[src/gumowski_mira_map_iterator_macros.svh]
// Assertion macros for the Gumowski-Mira map iterator sequencer
`ifndef GUMOWSKI_MIRA_MAP_ITERATOR_MACROS_SVH
`define GUMOWSKI_MIRA_MAP_ITERATOR_MACROS_SVH

// Same-cycle implication, disabled while reset is low
`define GMM_ASSERT_NOW(label, clk, rstn, ante, cons, msg) \
    label: assert property (@(posedge clk) disable iff (!(rstn)) (ante) |-> (cons)) \
        else $error(msg);

// Next-cycle implication, disabled while reset is low
`define GMM_ASSERT_NEXT(label, clk, rstn, ante, cons, msg) \
    label: assert property (@(posedge clk) disable iff (!(rstn)) (ante) |=> (cons)) \
        else $error(msg);

`endif

[src/gmm_pkg.sv]
// Shared constants, types and microcode ROM of the Gumowski-Mira map iterator
package gmm_pkg;

    localparam int FRAC_BITS   = 24;
    localparam int COUNT_WIDTH = 16;
    localparam int DATA_W      = 32;
    localparam int NPTS_W      = 16;
    localparam int PROD_W      = 2 * DATA_W;
    localparam int DIV_NUM_W   = DATA_W + FRAC_BITS;
    localparam int DIV_ITER    = DATA_W / 2;
    localparam int DIV_CNT_W   = $clog2(DIV_ITER + 1);
    localparam int PC_W        = 5;
    localparam int CFG_ADDR_W  = 5;

    localparam longint QONE = longint'(1) << FRAC_BITS;

    localparam logic [DATA_W-1:0] Q_ONE   = DATA_W'(QONE);
    localparam logic [DATA_W-1:0] RST_U   = DATA_W'(-((QONE + 64'sd2) / 64'sd5));
    localparam logic [DATA_W-1:0] RST_A   = DATA_W'((2 * QONE + 64'sd12) / 64'sd25);
    localparam logic [DATA_W-1:0] RST_B   = DATA_W'((QONE + 64'sd10) / 64'sd20);
    localparam logic [DATA_W-1:0] RST_SX  = DATA_W'((QONE + 64'sd5) / 64'sd10);
    localparam logic [DATA_W-1:0] RST_SY  = '0;
    localparam logic [NPTS_W-1:0] RST_NPTS = NPTS_W'(1000);

    localparam logic [DATA_W-1:0] S_MAX = {1'b0, {(DATA_W-1){1'b1}}};
    localparam logic [DATA_W-1:0] S_MIN = {1'b1, {(DATA_W-1){1'b0}}};

    typedef enum logic [2:0] {
        REG_U, REG_A, REG_B, REG_SX, REG_SY, REG_NPTS
    } cfg_reg_t;

    typedef struct packed {
        logic [DATA_W-1:0] u;
        logic [DATA_W-1:0] a;
        logic [DATA_W-1:0] b;
        logic [DATA_W-1:0] sx;
        logic [DATA_W-1:0] sy;
        logic [NPTS_W-1:0] num_points;
    } cfg_t;

    typedef enum logic [2:0] {
        OP_NOP, OP_MUL, OP_WMUL, OP_ADD, OP_SUB, OP_DIV, OP_WDIV
    } op_t;

    typedef enum logic [3:0] {
        SEL_ZERO, SEL_ONE, SEL_U, SEL_A, SEL_B, SEL_SX, SEL_SY,
        SEL_X, SEL_Y, SEL_G, SEL_W, SEL_T0, SEL_T1, SEL_T2
    } sel_t;

    typedef enum logic [2:0] {
        DST_NONE, DST_X, DST_Y, DST_G, DST_W, DST_T0, DST_T1, DST_T2
    } dst_t;

    typedef enum logic [2:0] {
        BR_NEXT, BR_GOTO, BR_WAIT_IN, BR_WAIT_DIV, BR_IF_RST, BR_EMIT
    } br_t;

    typedef struct packed {
        op_t  op;
        sel_t sa;
        sel_t sb;
        sel_t sc;
        dst_t dst;
    } dp_ctl_t;

    typedef struct packed {
        dp_ctl_t          ctl;
        br_t              br;
        logic [PC_W-1:0]  target;
    } uword_t;

    typedef struct packed {
        logic valid;
        logic last;
    } emit_t;

    localparam logic [PC_W-1:0] PC_IDLE = PC_W'(0);
    localparam logic [PC_W-1:0] PC_ADV  = PC_W'(1);
    localparam logic [PC_W-1:0] PC_GFUN = PC_W'(11);
    localparam logic [PC_W-1:0] PC_DIV  = PC_W'(20);
    localparam logic [PC_W-1:0] PC_WDIV = PC_W'(21);
    localparam logic [PC_W-1:0] PC_EMIT = PC_W'(25);
    localparam logic [PC_W-1:0] PC_RST  = PC_W'(26);

    function automatic uword_t uw(op_t op, sel_t sa, sel_t sb, sel_t sc, dst_t dst,
                                  br_t br, logic [PC_W-1:0] tgt);
        uword_t w;
        w.ctl.op  = op;
        w.ctl.sa  = sa;
        w.ctl.sb  = sb;
        w.ctl.sc  = sc;
        w.ctl.dst = dst;
        w.br      = br;
        w.target  = tgt;
        return w;
    endfunction

    // Advance: x' = y + a(1-b*y^2)*y + G(x), then G(x'), y' = G(x') - x.
    // Restart: load start point, then G(start_x).
    function automatic uword_t ucode_rom(logic [PC_W-1:0] pc);
        uword_t w;
        case (pc)
            PC_W'(0):  w = uw(OP_NOP,  SEL_ZERO, SEL_ZERO, SEL_ZERO, DST_NONE, BR_WAIT_IN,  PC_RST);
            PC_W'(1):  w = uw(OP_MUL,  SEL_Y,    SEL_Y,    SEL_ZERO, DST_NONE, BR_NEXT,     PC_IDLE);
            PC_W'(2):  w = uw(OP_WMUL, SEL_ZERO, SEL_ZERO, SEL_ZERO, DST_T0,   BR_NEXT,     PC_IDLE);
            PC_W'(3):  w = uw(OP_MUL,  SEL_B,    SEL_T0,   SEL_ZERO, DST_NONE, BR_NEXT,     PC_IDLE);
            PC_W'(4):  w = uw(OP_WMUL, SEL_ZERO, SEL_ZERO, SEL_ZERO, DST_T0,   BR_NEXT,     PC_IDLE);
            PC_W'(5):  w = uw(OP_SUB,  SEL_ONE,  SEL_T0,   SEL_ZERO, DST_T0,   BR_NEXT,     PC_IDLE);
            PC_W'(6):  w = uw(OP_MUL,  SEL_A,    SEL_T0,   SEL_ZERO, DST_NONE, BR_NEXT,     PC_IDLE);
            PC_W'(7):  w = uw(OP_WMUL, SEL_ZERO, SEL_ZERO, SEL_ZERO, DST_T0,   BR_NEXT,     PC_IDLE);
            PC_W'(8):  w = uw(OP_MUL,  SEL_T0,   SEL_Y,    SEL_ZERO, DST_NONE, BR_NEXT,     PC_IDLE);
            PC_W'(9):  w = uw(OP_WMUL, SEL_ZERO, SEL_ZERO, SEL_ZERO, DST_T0,   BR_NEXT,     PC_IDLE);
            PC_W'(10): w = uw(OP_ADD,  SEL_Y,    SEL_T0,   SEL_G,    DST_W,    BR_NEXT,     PC_IDLE);
            PC_W'(11): w = uw(OP_MUL,  SEL_W,    SEL_W,    SEL_ZERO, DST_NONE, BR_NEXT,     PC_IDLE);
            PC_W'(12): w = uw(OP_WMUL, SEL_ZERO, SEL_ZERO, SEL_ZERO, DST_T0,   BR_NEXT,     PC_IDLE);
            PC_W'(13): w = uw(OP_SUB,  SEL_ONE,  SEL_U,    SEL_ZERO, DST_T1,   BR_NEXT,     PC_IDLE);
            PC_W'(14): w = uw(OP_ADD,  SEL_T1,   SEL_T1,   SEL_ZERO, DST_T1,   BR_NEXT,     PC_IDLE);
            PC_W'(15): w = uw(OP_MUL,  SEL_T1,   SEL_T0,   SEL_ZERO, DST_NONE, BR_NEXT,     PC_IDLE);
            PC_W'(16): w = uw(OP_WMUL, SEL_ZERO, SEL_ZERO, SEL_ZERO, DST_T1,   BR_NEXT,     PC_IDLE);
            PC_W'(17): w = uw(OP_ADD,  SEL_ONE,  SEL_T0,   SEL_ZERO, DST_T0,   BR_NEXT,     PC_IDLE);
            PC_W'(18): w = uw(OP_MUL,  SEL_U,    SEL_W,    SEL_ZERO, DST_NONE, BR_NEXT,     PC_IDLE);
            PC_W'(19): w = uw(OP_WMUL, SEL_ZERO, SEL_ZERO, SEL_ZERO, DST_T2,   BR_NEXT,     PC_IDLE);
            PC_W'(20): w = uw(OP_DIV,  SEL_T1,   SEL_T0,   SEL_ZERO, DST_NONE, BR_NEXT,     PC_IDLE);
            PC_W'(21): w = uw(OP_WDIV, SEL_ZERO, SEL_ZERO, SEL_ZERO, DST_T1,   BR_WAIT_DIV, PC_IDLE);
            PC_W'(22): w = uw(OP_ADD,  SEL_T2,   SEL_T1,   SEL_ZERO, DST_G,    BR_IF_RST,   PC_EMIT);
            PC_W'(23): w = uw(OP_SUB,  SEL_G,    SEL_X,    SEL_ZERO, DST_Y,    BR_NEXT,     PC_IDLE);
            PC_W'(24): w = uw(OP_ADD,  SEL_W,    SEL_ZERO, SEL_ZERO, DST_X,    BR_NEXT,     PC_IDLE);
            PC_W'(25): w = uw(OP_NOP,  SEL_ZERO, SEL_ZERO, SEL_ZERO, DST_NONE, BR_EMIT,     PC_IDLE);
            PC_W'(26): w = uw(OP_ADD,  SEL_SX,   SEL_ZERO, SEL_ZERO, DST_X,    BR_NEXT,     PC_IDLE);
            PC_W'(27): w = uw(OP_ADD,  SEL_SY,   SEL_ZERO, SEL_ZERO, DST_Y,    BR_NEXT,     PC_IDLE);
            PC_W'(28): w = uw(OP_ADD,  SEL_SX,   SEL_ZERO, SEL_ZERO, DST_W,    BR_GOTO,     PC_GFUN);
            default:   w = uw(OP_NOP,  SEL_ZERO, SEL_ZERO, SEL_ZERO, DST_NONE, BR_GOTO,     PC_IDLE);
        endcase
        return w;
    endfunction

endpackage

[src/gmm_regs.sv]
// Configuration register bank with APB-style access
module gmm_regs
    import gmm_pkg::*;
(
    input  logic                  aclk,
    input  logic                  aresetn,
    input  logic                  psel,
    input  logic                  penable,
    input  logic                  pwrite,
    input  logic [CFG_ADDR_W-1:0] paddr,
    input  logic [DATA_W-1:0]     pwdata,
    output logic [DATA_W-1:0]     prdata,
    output logic                  pready,
    output cfg_t                  cfg
);

    logic [DATA_W-1:0] u_reg, a_reg, b_reg, sx_reg, sy_reg;
    logic [NPTS_W-1:0] npts_reg;
    cfg_reg_t          idx;
    logic              wr;

    assign idx    = cfg_reg_t'(paddr[CFG_ADDR_W-1:2]);
    assign wr     = psel && penable && pwrite;
    assign pready = 1'b1;

    always_ff @(posedge aclk) begin
        if (!aresetn) begin
            u_reg    <= RST_U;
            a_reg    <= RST_A;
            b_reg    <= RST_B;
            sx_reg   <= RST_SX;
            sy_reg   <= RST_SY;
            npts_reg <= RST_NPTS;
        end else if (wr) begin
            case (idx)
                REG_U:    u_reg    <= pwdata;
                REG_A:    a_reg    <= pwdata;
                REG_B:    b_reg    <= pwdata;
                REG_SX:   sx_reg   <= pwdata;
                REG_SY:   sy_reg   <= pwdata;
                REG_NPTS: npts_reg <= pwdata[NPTS_W-1:0];
                default: begin
                end
            endcase
        end
    end

    always_comb begin
        case (idx)
            REG_U:    prdata = u_reg;
            REG_A:    prdata = a_reg;
            REG_B:    prdata = b_reg;
            REG_SX:   prdata = sx_reg;
            REG_SY:   prdata = sy_reg;
            REG_NPTS: prdata = DATA_W'(npts_reg);
            default:  prdata = '0;
        endcase
    end

    assign cfg.u          = u_reg;
    assign cfg.a          = a_reg;
    assign cfg.b          = b_reg;
    assign cfg.sx         = sx_reg;
    assign cfg.sy         = sy_reg;
    assign cfg.num_points = npts_reg;

endmodule

[src/gmm_divider.sv]
// Radix-4 restoring divider for the rounded fixed-point quotient t / den
module gmm_divider
    import gmm_pkg::*;
(
    input  logic              aclk,
    input  logic              aresetn,
    input  logic              start,
    input  logic [DATA_W-1:0] num,
    input  logic [DATA_W-1:0] den,
    output logic              busy,
    output logic [DATA_W-1:0] quo,
    output logic              ovf
);

    logic [DATA_W-1:0]    rem_reg, low_reg, den_reg;
    logic                 neg_reg;
    logic [DIV_CNT_W-1:0] cnt_reg;

    logic [DATA_W-1:0]    mag;
    logic [DIV_NUM_W-1:0] nfull;
    logic [2*DATA_W-1:0]  s1, s2;

    function automatic logic [2*DATA_W-1:0] div_step(logic [DATA_W-1:0] r,
                                                     logic [DATA_W-1:0] l,
                                                     logic [DATA_W-1:0] d);
        logic [DATA_W:0] r1;
        logic            ge;
        r1 = {r, l[DATA_W-1]};
        ge = (r1 >= {1'b0, d});
        if (ge) begin
            r1 = r1 - {1'b0, d};
        end
        return {r1[DATA_W-1:0], l[DATA_W-2:0], ge};
    endfunction

    // numerator |t| * 2^F plus half the divisor, so the quotient rounds half away
    assign mag   = num[DATA_W-1] ? (~num + DATA_W'(1)) : num;
    assign nfull = {mag, {FRAC_BITS{1'b0}}} + DIV_NUM_W'(den >> 1);
    assign s1    = div_step(rem_reg, low_reg, den_reg);
    assign s2    = div_step(s1[2*DATA_W-1:DATA_W], s1[DATA_W-1:0], den_reg);
    assign busy  = (cnt_reg != '0);

    always_ff @(posedge aclk) begin
        if (!aresetn) begin
            cnt_reg <= '0;
        end else if (start) begin
            cnt_reg <= DIV_CNT_W'(DIV_ITER);
        end else if (busy) begin
            cnt_reg <= cnt_reg - DIV_CNT_W'(1);
        end
    end

    always_ff @(posedge aclk) begin
        if (start) begin
            rem_reg <= DATA_W'(nfull[DIV_NUM_W-1:DATA_W]);
            low_reg <= nfull[DATA_W-1:0];
            den_reg <= den;
            neg_reg <= num[DATA_W-1];
        end else if (busy) begin
            rem_reg <= s2[2*DATA_W-1:DATA_W];
            low_reg <= s2[DATA_W-1:0];
        end
    end

    always_comb begin
        if (neg_reg) begin
            ovf = (low_reg > S_MIN);
            quo = ovf ? S_MIN : (~low_reg + DATA_W'(1));
        end else begin
            ovf = low_reg[DATA_W-1];
            quo = ovf ? S_MAX : low_reg;
        end
    end

endmodule

[src/gmm_datapath.sv]
// Register file, shared multiplier, adder and divider driven by the control word
module gmm_datapath
    import gmm_pkg::*;
(
    input  logic              aclk,
    input  logic              aresetn,
    input  dp_ctl_t           ctl,
    input  logic              sat_clr,
    input  cfg_t              cfg,
    output logic              div_busy,
    output logic [DATA_W-1:0] point_x,
    output logic [DATA_W-1:0] point_y,
    output logic              saturated
);

    logic [DATA_W-1:0] x_reg, y_reg, g_reg, w_reg, t0_reg, t1_reg, t2_reg;
    logic [PROD_W-1:0] prod_reg;
    logic              sat_reg;

    logic [DATA_W-1:0]        opa, opb, opc, wval, div_quo;
    logic signed [PROD_W-1:0] sum, rnd, shf;
    logic [DATA_W:0]          cl_mul, cl_sum;
    logic                     we, wsat, div_ovf, div_start;

    function automatic logic [DATA_W-1:0] operand(sel_t s, cfg_t c,
            logic [DATA_W-1:0] x, logic [DATA_W-1:0] y, logic [DATA_W-1:0] g,
            logic [DATA_W-1:0] w, logic [DATA_W-1:0] t0, logic [DATA_W-1:0] t1,
            logic [DATA_W-1:0] t2);
        logic [DATA_W-1:0] v;
        case (s)
            SEL_ZERO: v = '0;
            SEL_ONE:  v = Q_ONE;
            SEL_U:    v = c.u;
            SEL_A:    v = c.a;
            SEL_B:    v = c.b;
            SEL_SX:   v = c.sx;
            SEL_SY:   v = c.sy;
            SEL_X:    v = x;
            SEL_Y:    v = y;
            SEL_G:    v = g;
            SEL_W:    v = w;
            SEL_T0:   v = t0;
            SEL_T1:   v = t1;
            SEL_T2:   v = t2;
            default:  v = '0;
        endcase
        return v;
    endfunction

    function automatic logic [DATA_W:0] clamp(logic signed [PROD_W-1:0] v);
        logic [DATA_W:0] r;
        if (v > PROD_W'(signed'(S_MAX))) begin
            r = {1'b1, S_MAX};
        end else if (v < PROD_W'(signed'(S_MIN))) begin
            r = {1'b1, S_MIN};
        end else begin
            r = {1'b0, v[DATA_W-1:0]};
        end
        return r;
    endfunction

    assign opa = operand(ctl.sa, cfg, x_reg, y_reg, g_reg, w_reg, t0_reg, t1_reg, t2_reg);
    assign opb = operand(ctl.sb, cfg, x_reg, y_reg, g_reg, w_reg, t0_reg, t1_reg, t2_reg);
    assign opc = operand(ctl.sc, cfg, x_reg, y_reg, g_reg, w_reg, t0_reg, t1_reg, t2_reg);

    always_comb begin
        if (ctl.op == OP_SUB) begin
            sum = PROD_W'(signed'(opa)) - PROD_W'(signed'(opb));
        end else begin
            sum = PROD_W'(signed'(opa)) + PROD_W'(signed'(opb)) + PROD_W'(signed'(opc));
        end
    end

    // round half up, then floor shift
    assign rnd    = signed'(prod_reg) + (PROD_W'(1) <<< (FRAC_BITS - 1));
    assign shf    = rnd >>> FRAC_BITS;
    assign cl_mul = clamp(shf);
    assign cl_sum = clamp(sum);

    assign div_start = (ctl.op == OP_DIV);

    gmm_divider u_div (
        .aclk    (aclk),
        .aresetn (aresetn),
        .start   (div_start),
        .num     (opa),
        .den     (opb),
        .busy    (div_busy),
        .quo     (div_quo),
        .ovf     (div_ovf)
    );

    always_comb begin
        we   = 1'b0;
        wval = cl_sum[DATA_W-1:0];
        wsat = cl_sum[DATA_W];
        case (ctl.op)
            OP_WMUL: begin
                we   = 1'b1;
                wval = cl_mul[DATA_W-1:0];
                wsat = cl_mul[DATA_W];
            end
            OP_ADD, OP_SUB: begin
                we = 1'b1;
            end
            OP_WDIV: begin
                we   = !div_busy;
                wval = div_quo;
                wsat = div_ovf;
            end
            default: begin
                we = 1'b0;
            end
        endcase
    end

    always_ff @(posedge aclk) begin
        if (ctl.op == OP_MUL) begin
            prod_reg <= PROD_W'(signed'(opa)) * PROD_W'(signed'(opb));
        end
        if (we) begin
            case (ctl.dst)
                DST_X:  x_reg  <= wval;
                DST_Y:  y_reg  <= wval;
                DST_G:  g_reg  <= wval;
                DST_W:  w_reg  <= wval;
                DST_T0: t0_reg <= wval;
                DST_T1: t1_reg <= wval;
                DST_T2: t2_reg <= wval;
                default: begin
                end
            endcase
        end
    end

    always_ff @(posedge aclk) begin
        if (!aresetn) begin
            sat_reg <= 1'b0;
        end else if (sat_clr) begin
            sat_reg <= 1'b0;
        end else if (we && wsat && ctl.dst != DST_NONE) begin
            sat_reg <= 1'b1;
        end
    end

    assign point_x   = x_reg;
    assign point_y   = y_reg;
    assign saturated = sat_reg;

endmodule

[src/gmm_sequencer.sv]
// Microcode sequencer: step counter, branch control and iteration count
`include "gumowski_mira_map_iterator_macros.svh"

module gmm_sequencer
    import gmm_pkg::*;
(
    input  logic              aclk,
    input  logic              aresetn,
    input  logic              s_tvalid,
    input  logic              restart,
    output logic              s_tready,
    input  logic              div_busy,
    input  logic              out_busy,
    input  logic [NPTS_W-1:0] num_points,
    output dp_ctl_t           ctl,
    output logic              sat_clr,
    output emit_t             emit
);

    logic [PC_W-1:0]        pc_reg, pc_next;
    logic                   rst_mode_reg, rst_mode_next;
    logic                   init_reg, init_next;
    logic [COUNT_WIDTH-1:0] idx_reg, idx_next;
    uword_t                 uword;
    logic                   accept;

    assign uword    = ucode_rom(pc_reg);
    assign ctl      = uword.ctl;
    assign s_tready = (uword.br == BR_WAIT_IN);
    assign accept   = s_tvalid && s_tready;
    assign sat_clr  = accept;

    always_comb begin
        pc_next       = pc_reg + PC_W'(1);
        rst_mode_next = rst_mode_reg;
        init_next     = init_reg;
        idx_next      = idx_reg;
        emit.valid    = 1'b0;
        emit.last     = (DATA_W'(idx_reg) == DATA_W'(num_points));
        case (uword.br)
            BR_NEXT: begin
            end
            BR_GOTO: begin
                pc_next = uword.target;
            end
            BR_WAIT_IN: begin
                if (!accept) begin
                    pc_next = pc_reg;
                end else if (restart) begin
                    pc_next       = uword.target;
                    rst_mode_next = 1'b1;
                    idx_next      = '0;
                end else begin
                    rst_mode_next = 1'b0;
                    idx_next      = idx_reg + COUNT_WIDTH'(1);
                end
            end
            BR_WAIT_DIV: begin
                if (div_busy) begin
                    pc_next = pc_reg;
                end
            end
            BR_IF_RST: begin
                if (rst_mode_reg) begin
                    pc_next = uword.target;
                end
            end
            BR_EMIT: begin
                if (init_reg) begin
                    init_next = 1'b0;
                    pc_next   = uword.target;
                end else if (out_busy) begin
                    pc_next = pc_reg;
                end else begin
                    emit.valid = 1'b1;
                    pc_next    = uword.target;
                end
            end
            default: begin
                pc_next = PC_IDLE;
            end
        endcase
    end

    // reset runs the restart program silently to compute G of the start point
    always_ff @(posedge aclk) begin
        if (!aresetn) begin
            pc_reg       <= PC_RST;
            rst_mode_reg <= 1'b1;
            init_reg     <= 1'b1;
            idx_reg      <= '0;
        end else begin
            pc_reg       <= pc_next;
            rst_mode_reg <= rst_mode_next;
            init_reg     <= init_next;
            idx_reg      <= idx_next;
        end
    end

    `GMM_ASSERT_NEXT(a_accept_busy, aclk, aresetn, accept, !s_tready, "ready after transfer")
    `GMM_ASSERT_NOW(a_emit_free, aclk, aresetn, emit.valid, !out_busy && !init_reg, "emit blocked")
    `GMM_ASSERT_NEXT(a_div_started, aclk, aresetn, pc_reg == PC_DIV, div_busy, "divider idle")

endmodule

[src/gumowski_mira_map_iterator.sv]
// Gumowski-Mira map iterator top level: stream ports, APB registers, output register
//
// Each transfer on the s_ side is one tick: restart (s_tdata[0]) = 1 reloads the start
// point and returns it, 0 advances the map one iteration and returns (x', y') in Q8.24.
// Both run as microcode programs on one shared 32x32 multiplier (issue and writeback in
// two steps) and the radix-4 divider for the x^2/(1+x^2) term; a new item is taken only
// once the previous result has been emitted. After reset the block computes G of the
// start point with s_tready low.
// A finished result waits in the m_ register while the next item is taken.
module gumowski_mira_map_iterator
    import gmm_pkg::*;
(
    input  logic                  aclk,
    input  logic                  aresetn,
    input  logic                  s_tvalid,
    output logic                  s_tready,
    input  logic [7:0]            s_tdata,   // [0] restart, [7:1] zero
    output logic                  m_tvalid,
    input  logic                  m_tready,
    output logic [2*DATA_W-1:0]   m_tdata,   // [31:0] point_x, [63:32] point_y
    output logic                  m_tlast,
    output logic [0:0]            m_tuser,   // [0] saturated
    input  logic                  psel,
    input  logic                  penable,
    input  logic                  pwrite,
    input  logic [CFG_ADDR_W-1:0] paddr,
    input  logic [DATA_W-1:0]     pwdata,
    output logic [DATA_W-1:0]     prdata,
    output logic                  pready
);

    cfg_t              cfg;
    dp_ctl_t           ctl;
    emit_t             emit;
    logic              sat_clr, div_busy, out_busy, saturated;
    logic [DATA_W-1:0] point_x, point_y;

    logic                m_valid_reg;
    logic [2*DATA_W-1:0] m_data_reg;
    logic                m_last_reg;
    logic                m_sat_reg;

    gmm_regs u_regs (
        .aclk    (aclk),
        .aresetn (aresetn),
        .psel    (psel),
        .penable (penable),
        .pwrite  (pwrite),
        .paddr   (paddr),
        .pwdata  (pwdata),
        .prdata  (prdata),
        .pready  (pready),
        .cfg     (cfg)
    );

    gmm_datapath u_dp (
        .aclk      (aclk),
        .aresetn   (aresetn),
        .ctl       (ctl),
        .sat_clr   (sat_clr),
        .cfg       (cfg),
        .div_busy  (div_busy),
        .point_x   (point_x),
        .point_y   (point_y),
        .saturated (saturated)
    );

    gmm_sequencer u_seq (
        .aclk       (aclk),
        .aresetn    (aresetn),
        .s_tvalid   (s_tvalid),
        .restart    (s_tdata[0]),
        .s_tready   (s_tready),
        .div_busy   (div_busy),
        .out_busy   (out_busy),
        .num_points (cfg.num_points),
        .ctl        (ctl),
        .sat_clr    (sat_clr),
        .emit       (emit)
    );

    assign out_busy = m_valid_reg && !m_tready;

    always_ff @(posedge aclk) begin
        if (!aresetn) begin
            m_valid_reg <= 1'b0;
        end else if (emit.valid) begin
            m_valid_reg <= 1'b1;
        end else if (m_tready) begin
            m_valid_reg <= 1'b0;
        end
    end

    always_ff @(posedge aclk) begin
        if (emit.valid) begin
            m_data_reg <= {point_y, point_x};
            m_last_reg <= emit.last;
            m_sat_reg  <= saturated;
        end
    end

    assign m_tvalid   = m_valid_reg;
    assign m_tdata    = m_data_reg;
    assign m_tlast    = m_last_reg;
    assign m_tuser[0] = m_sat_reg;

endmodule

[config.mk]
export PLATFORM = sky130hd
export DESIGN_NAME = gumowski_mira_map_iterator
export DESIGN_NICKNAME = d
export VERILOG_FILES = /design/src/gmm_pkg.sv /design/src/gmm_regs.sv /design/src/gmm_divider.sv /design/src/gmm_datapath.sv /design/src/gmm_sequencer.sv /design/src/gumowski_mira_map_iterator.sv
export VERILOG_INCLUDE_DIRS = /design/src /design/src/src
export SDC_FILE = /design/constraint.sdc
export NUM_CORES = 2
export LEC_CHECK = 0
export ABC_AREA = 0
export BUFFER_PORTS_ARGS = -buffer_cell sky130_fd_sc_hd__clkbuf_2
export CAP_MARGIN = 20
export CORE_MARGIN = 1
export CORE_UTILIZATION = 55
export CTS_CLUSTER_DIAMETER = 200
export CTS_CLUSTER_SIZE = 16
export DETAILED_ROUTE_END_ITERATION = 7
export PLACE_DENSITY = 0.71
export SLEW_MARGIN = 20
export SYNTH_ARGS = -nofsm -noshare
export SYNTH_HDL_FRONTEND = slang
export SYNTH_HIERARCHICAL = 1
export SYNTH_SLANG_ARGS = --single-unit
[constraint.sdc]
create_clock -name aclk -period 14.1 [get_ports aclk]
set_input_delay 2.82 -clock aclk [delete_from_list [all_inputs] [get_ports aclk]]
set_output_delay 2.82 -clock aclk [all_outputs]
set_load 0.02 [all_outputs]
=== Word-level counts from Yosys, hierarchy flattened ===
Memory sizes are Yosys's and may differ from the RTL's. A register that Yosys moved wholly into a read port is not among the register bits.
Cells that the tools add are included.

* Add/subtract/negate cells: 12
* $mul: 1
* Magnitude comparators: 7
* Equality and inequality tests: 66
* Muxes and demuxes: 41
* Bitwise logic cells: 3
* Reduce and logical (&&, ||, !) cells: 32

{| class="wikitable"
|+ Operator list
! operator !! number
|-
| 32-bit case mux with 13 select lines || 3
|-
| 32-bit 2-to-1 mux || 7
|-
| 32-bit case mux with 6 select lines || 1
|-
| 33-bit 2-to-1 mux || 4
|-
| 4-bit equality test, second input constant || 18
|-
| 33-bit by 32-bit >= comparator with 1-bit output || 2
|-
| 32-bit by 1-bit adder with 32-bit output, second input constant || 2
|-
| 64-bit by 25-bit adder with 64-bit output, second input constant || 1
|-
| 64-bit by 32-bit greater-than comparator with 1-bit output, second input constant || 1
|-
| 64-bit by 32-bit less-than comparator with 1-bit output, second input constant || 1
|-
| 32-bit by 32-bit multiplier with 64-bit output || 1
|-
| 64-bit 2-to-1 mux || 1
|-
| 32-bit inverter || 2
|-
| 32-bit case mux with 2 select lines || 1
|-
| 32-bit subtractor || 2
|-
| 56-bit by 31-bit adder with 56-bit output || 1
|-
| 5-bit 2-to-1 mux || 10
|-
| 4-bit by 3-bit equality test with 1-bit output, second input constant || 12
|-
| 24-bit 2-to-1 mux || 2
|-
| 40-bit by 32-bit greater-than comparator with 1-bit output, second input constant || 1
|-
| 40-bit by 32-bit less-than comparator with 1-bit output, second input constant || 1
|-
| 33-bit by 32-bit adder with 34-bit output || 1
|-
| 32-bit by 32-bit adder with 33-bit output || 1
|-
| 3-bit equality test, second input constant || 11
|-
| 28 further kinds || 75
|}

* Register bits: 657
* ROM bits: 736
* Output and inout bits: 101
* Word-level logic and storage cells: 193
* Memories kept: 1

{| class="wikitable"
|+ Memories
! memory !! words !! bits a word !! rd ports !! clocked after Yosys merged registers in !! wr ports !! RTL line !! text
|-
| (no name shown) || 32 || 23 || 1 || 1 || 0 || gmm_pkg.sv:102 || <nowiki>case (pc)</nowiki>
|}

=== Logic depth before layout (Yosys ltp) ===
* Word-level depth: 11
* Mapped depth: 40

=== Cells and area by module ===
Netlist, hierarchy kept.

{| class="wikitable"
|+ Modules (own cells, without submodules)
! module !! instances !! cells each !! area each (µm²) !! seq. area each (µm²)
|-
| gmm_datapath || 1 || 6044 || 56048.8 || 7977.7
|-
| gmm_divider || 1 || 1296 || 10616.4 || 2932.8
|-
| gmm_regs || 1 || 847 || 7993.9 || 3523.4
|-
| gmm_sequencer || 1 || 327 || 2710.1 || 900.9
|-
| gumowski_mira_map_iterator || 1 || 69 || 2023.2 || 2001.9
|}

=== Least setup slack after synthesis ===
OpenSTA, ideal clock, no wires.

* Path kind: register to register
* From: register u_seq/uword[16] (netlist name)
* To: register u_dp.prod_reg[53] (data pin)
* Arrival time: 9516 ps
* Required time: 13836 ps
* Slack: 4320 ps
* Stages on the path, launching flop included: 36
* Buffers on the path: 6
* Clock period less this slack: 9780 ps
* Cells stage by stage: dfxtp_1 > buf_4 > buf_2 > buf_2 > nand2b_1 > nor2_1 > clkbuf_1 > clkbuf_1 > a22oi_1 > nand4_1 > clkinv_1 > clkbuf_1 > nor2_1 > fa_1 > inv_1 > fa_1 > inv_1 > fa_1 > fa_1 > inv_1 > fa_1 > inv_1 > fa_1 > fa_1 > fa_1 > ha_1 > nor2b_1 > o21ai_0 > nand2b_1 > a21oi_1 > o21bai_1 > a21o_1 > a21o_1 > or2_2 > mux2i_1 > a211oi_2

* Longest elaborated chain between the ends: 3
* Elaborated cells between the ends (all ways): 15

{| class="wikitable"
|+ RTL lines
! item !! RTL line !! text
|-
| 4-bit equality test, or another cell as far along || gmm_datapath.sv:30 || <nowiki>case (s)</nowiki>
|-
| 32-bit case mux with 13 select lines (*) || gmm_datapath.sv:30 ||
|-
| 32-bit by 32-bit multiplier with 64-bit output (*) || gmm_datapath.sv:119 || <nowiki>prod_reg <= PROD_W'(signed'(opa)) * PROD_W'(signed'(opb));</nowiki>
|-
| to (signal assigned) || gmm_datapath.sv:119 ||
|-
| to (decl) || gmm_datapath.sv:17 || <nowiki>logic [PROD_W-1:0] prod_reg;</nowiki>
|}

Every way passes the cells marked *; elsewhere a longest branch is shown, timed or not.
A chain may end at the register's enable or synchronous reset.

=== Worst setup path after layout ===
* From: register u_seq/uword[18] (netlist name)
* To: register u_dp.prod_reg[59] (data pin)

* Longest elaborated chain between the ends: 3
* Elaborated cells between the ends (all ways): 15

{| class="wikitable"
|+ RTL lines
! item !! RTL line
|-
| 4-bit equality test, or another cell as far along || gmm_datapath.sv:30
|-
| 32-bit case mux with 13 select lines (*) || gmm_datapath.sv:30
|-
| 32-bit by 32-bit multiplier with 64-bit output (*) || gmm_datapath.sv:119
|}

Marks and branches as above.

==> metrics.csv <==
metric;value;unit
Antenna Nets Post-Route;0;
largest net degree at the start of global routing;84;
crit path launch type;register;
WS Path Type;reg2reg;
EDFF count, synth;420;
mux share of post-synthesis cell area;3.72;%
Routed WL per cell;29.0;µm
DP HPWL;222000;µm
GR Layer Usage met1;54.4;%
CP startpoint;u_seq/uword[18];
initial antenna violation count;11;
Slew headroom;-416;%
leading area contributor after synthesis;fa_1;
final wirelength;303000;µm
sequential cell area fraction in the yosys report;21.8;%
hold crit path type;reg2reg;
most common cell in the netlist;inv_1;
f_max;80.2;MHz
r2r startpoint;u_seq/uword[18];
Chip Width;382;µm
Synth area leaders;fa_1, edfxtp_1, inv_1;
CP max stage delay;1.00;ns
# fillers;12600;
worst-case reg-to-reg path depth;34;
Critical Path Slowest Stage Cell;a2111oi_0;
distinct cell type count after synthesis;134;
Synth Flop Type;edfxtp_1;
fin crit share;88.5;%
post-CTS setup buffers;0;
Die Y-Extent;382;µm
post-cts sizing count;0;
Initial DRC Count;11100;
Vias per Instance;6.61;
post-synthesis simple-gate area fraction;13.6;%
XOR/XNOR share of the synthesized area;2.98;%
share of layout cells above drive strength 1;7.37;%
GRT Residual Overflow;0;
CTS root buf;clkbuf_16;
met2 Resource Use GR;60.3;%
RSZ-0062 raised after global routing;false;
final setup fails;0;
I/O Pins;153;
Post-synth top cells;inv_1, fa_1, nand2_1, nor2_1, edfxtp_1;
Synth Instances;8583;
first-pass GRT wire length;447000;µm
Least-Margin Pin Slew;7.69;ns
Tot GR Track Use;41.4;%
Crit. End Element;register;
adder-cell area share of the yosys netlist;33.9;%
Final #Nets;10000;
Seq cells post-synth;656;
MaxCap Viol Count;0;
clock buffer depth;3;
via count;69000;
remaining routing DRC violations;169;
Core Rows;139;
post-synth top area share;28.2;%
TNS Setup;0;ns
Initial DRT Pass Iterations;8;
CP endpoint;u_dp/prod_reg[59];
Clk pin slew, worst setup/hold paths;0.09;ns
largest family of logic cells by synthesized area;adder cells;
outcome;complete, but fails checks;
clk_lat worst skew;0.68;ns
Largest register FFs;64;
Compound-Gate Fraction of Synth Area;14.9;%
worst-path fanout max;21;
grt peak-use layer;met2;
TritonCTS buffer count;47;
ys async rst share;0;%
Final Max Slew Viols;263;
worst path arrival time;12.90;ns
end of the worst register-to-register path;u_dp/prod_reg[59];
gpl congestion;1.00;
Syn Area/Cell;9.25;µm²
Synth Warn #;6;
fin crit period;12.47;ns
Port Buffers;142;
core area;143000;µm²
DIE AREA;146000;µm²
clk sinks;656;
Worst EP required;14.52;ns
M3 GR Usage;12.5;%
final hold vios;0;
Worst R2R Setup Slack;1.63;ns
violated checks;design-rule violations, max-slew violations;
CTS tree;done;
H-Tree Depth;2;
P&R area growth vs syn;5.37;%
hold bufs inserted after CTS;0;
Max Clock Skew;0.0770;ns
number of global-route vias before repair;68500;
Post-Syn Area;79400;µm²
Hold Path Stages;2;
Starting Density;55.3;%
how the worst min path moves through the flow:
stage	startpoint	endpoint	slack, ns
after floorplan	u_dp/saturated	m_tuser	0.41
after global placement	u_seq/init_reg	u_seq/init_reg	0.46
after detailed placement	u_seq/init_reg	u_seq/init_reg	0.47
after CTS	u_seq/init_reg	u_seq/init_reg	0.48
after global routing	u_seq/init_reg	u_seq/init_reg	0.51
final	u_seq/init_reg	u_seq/init_reg	0.48
layout by cell type, fill, tap and decap left out, types with 16 or more instances in the layout:
cell type  netlist  final
clkbuf_1       358     35
a222oi_1        57     57
buf_4           35    187
and2_1          34     34
a221oi_1       129    129
nand4_1         88     88
a22o_1         116    116
diode_2          0     16
o22ai_1         20     20
fa_1          1118   1118
a22oi_1        254    254
nor3_1          81     68
a211oi_1        32     29
o21ai_0        232    232
edfxtp_1       420    420
ha_1           363    363
xor2_1          83     83
a21o_1          93     93
clkbuf_2         1    140
mux2i_1        222    222
or3_1           25     25
a21oi_1        255    254
xnor2_1        187    187
o211ai_1        88     88
nand2b_1        43     43
o21a_1          33     33
nand3_1        124    119
clkbuf_16        0     47
o31ai_1         29     29
nor2b_1         40     40
nor2_2           4     24
or2_2           20     21
inv_1         1351   1349
a31oi_1         40     40
nand2_1       1023   1023
nor2_1         763    734
mux2_2          65     65
o21bai_1        29     29
and3_1          57     57
dfxtp_1        236    236
worst max-delay path, delay by kind of cell (launching register included):
kind,cells,cell delay (ns)
AOI/OAI and AO/OA,8,2.88
xor gates and xnor gates,1,0.08
adders and majority gates,9,3.96
DFF,1,0.85
buffers and inverters,9,2.20
and+or+nand+nor,7,2.18
per-layer routing:
metal	wire length, µm	up-vias
li1	-	28500
met1	110000	34000
met4	22100	6
met2	128000	5196
met5	44	-
met3	43500	1289
through the flow:
step | area, µm² | hold slack, ns | setup slack [ns] | std cells | util, %
2_1_floorplan | 79400 | 0.409 | 4.32 | 8584 | -
3_3_place_gp | 82200 | 0.458 | 2.20 | 10300 | 57.3
3_5_place_dp | 82200 | 0.474 | 2.15 | 10300 | 57.3
4_1_cts | 83600 | 0.485 | 2.15 | 10400 | 58.3
5_1_grt | 83600 | 0.510 | 1.49 | 10400 | 58.3
6_report | 83700 | 0.477 | 1.63 | 10400 | 58.3
cell families (layout without fill, tap and decap cells):
group	Yosys count	count (layout)
compound gates	1617	1617
xor+xnor	270	270
fa+ha+maj	1481	1481
buf+inv	1850	1786
flops	656	656
mux	287	287
other cells	2	19
simple gates	2420	2420
final cells by class:
class / instances / area (µm²) / share of cell area [%]
sequential: 656 / 17300 / 20.7
clock buffer: 82 / 1310 / 1.56
tap: 1903 / 2380 / 2.85
antenna: 16 / 40.0 / 0.0479
inverter: 1368 / 5140 / 6.14
timing repair buffer: 331 / 2160 / 2.59
clock inverter: 5 / 83.8 / 0.100
multi-input combinational: 6078 / 55200 / 66.0
Power is left out: the tool's default activity adds up to more than one toggle a clock period on the data nets, which glitch-free logic cannot reach.
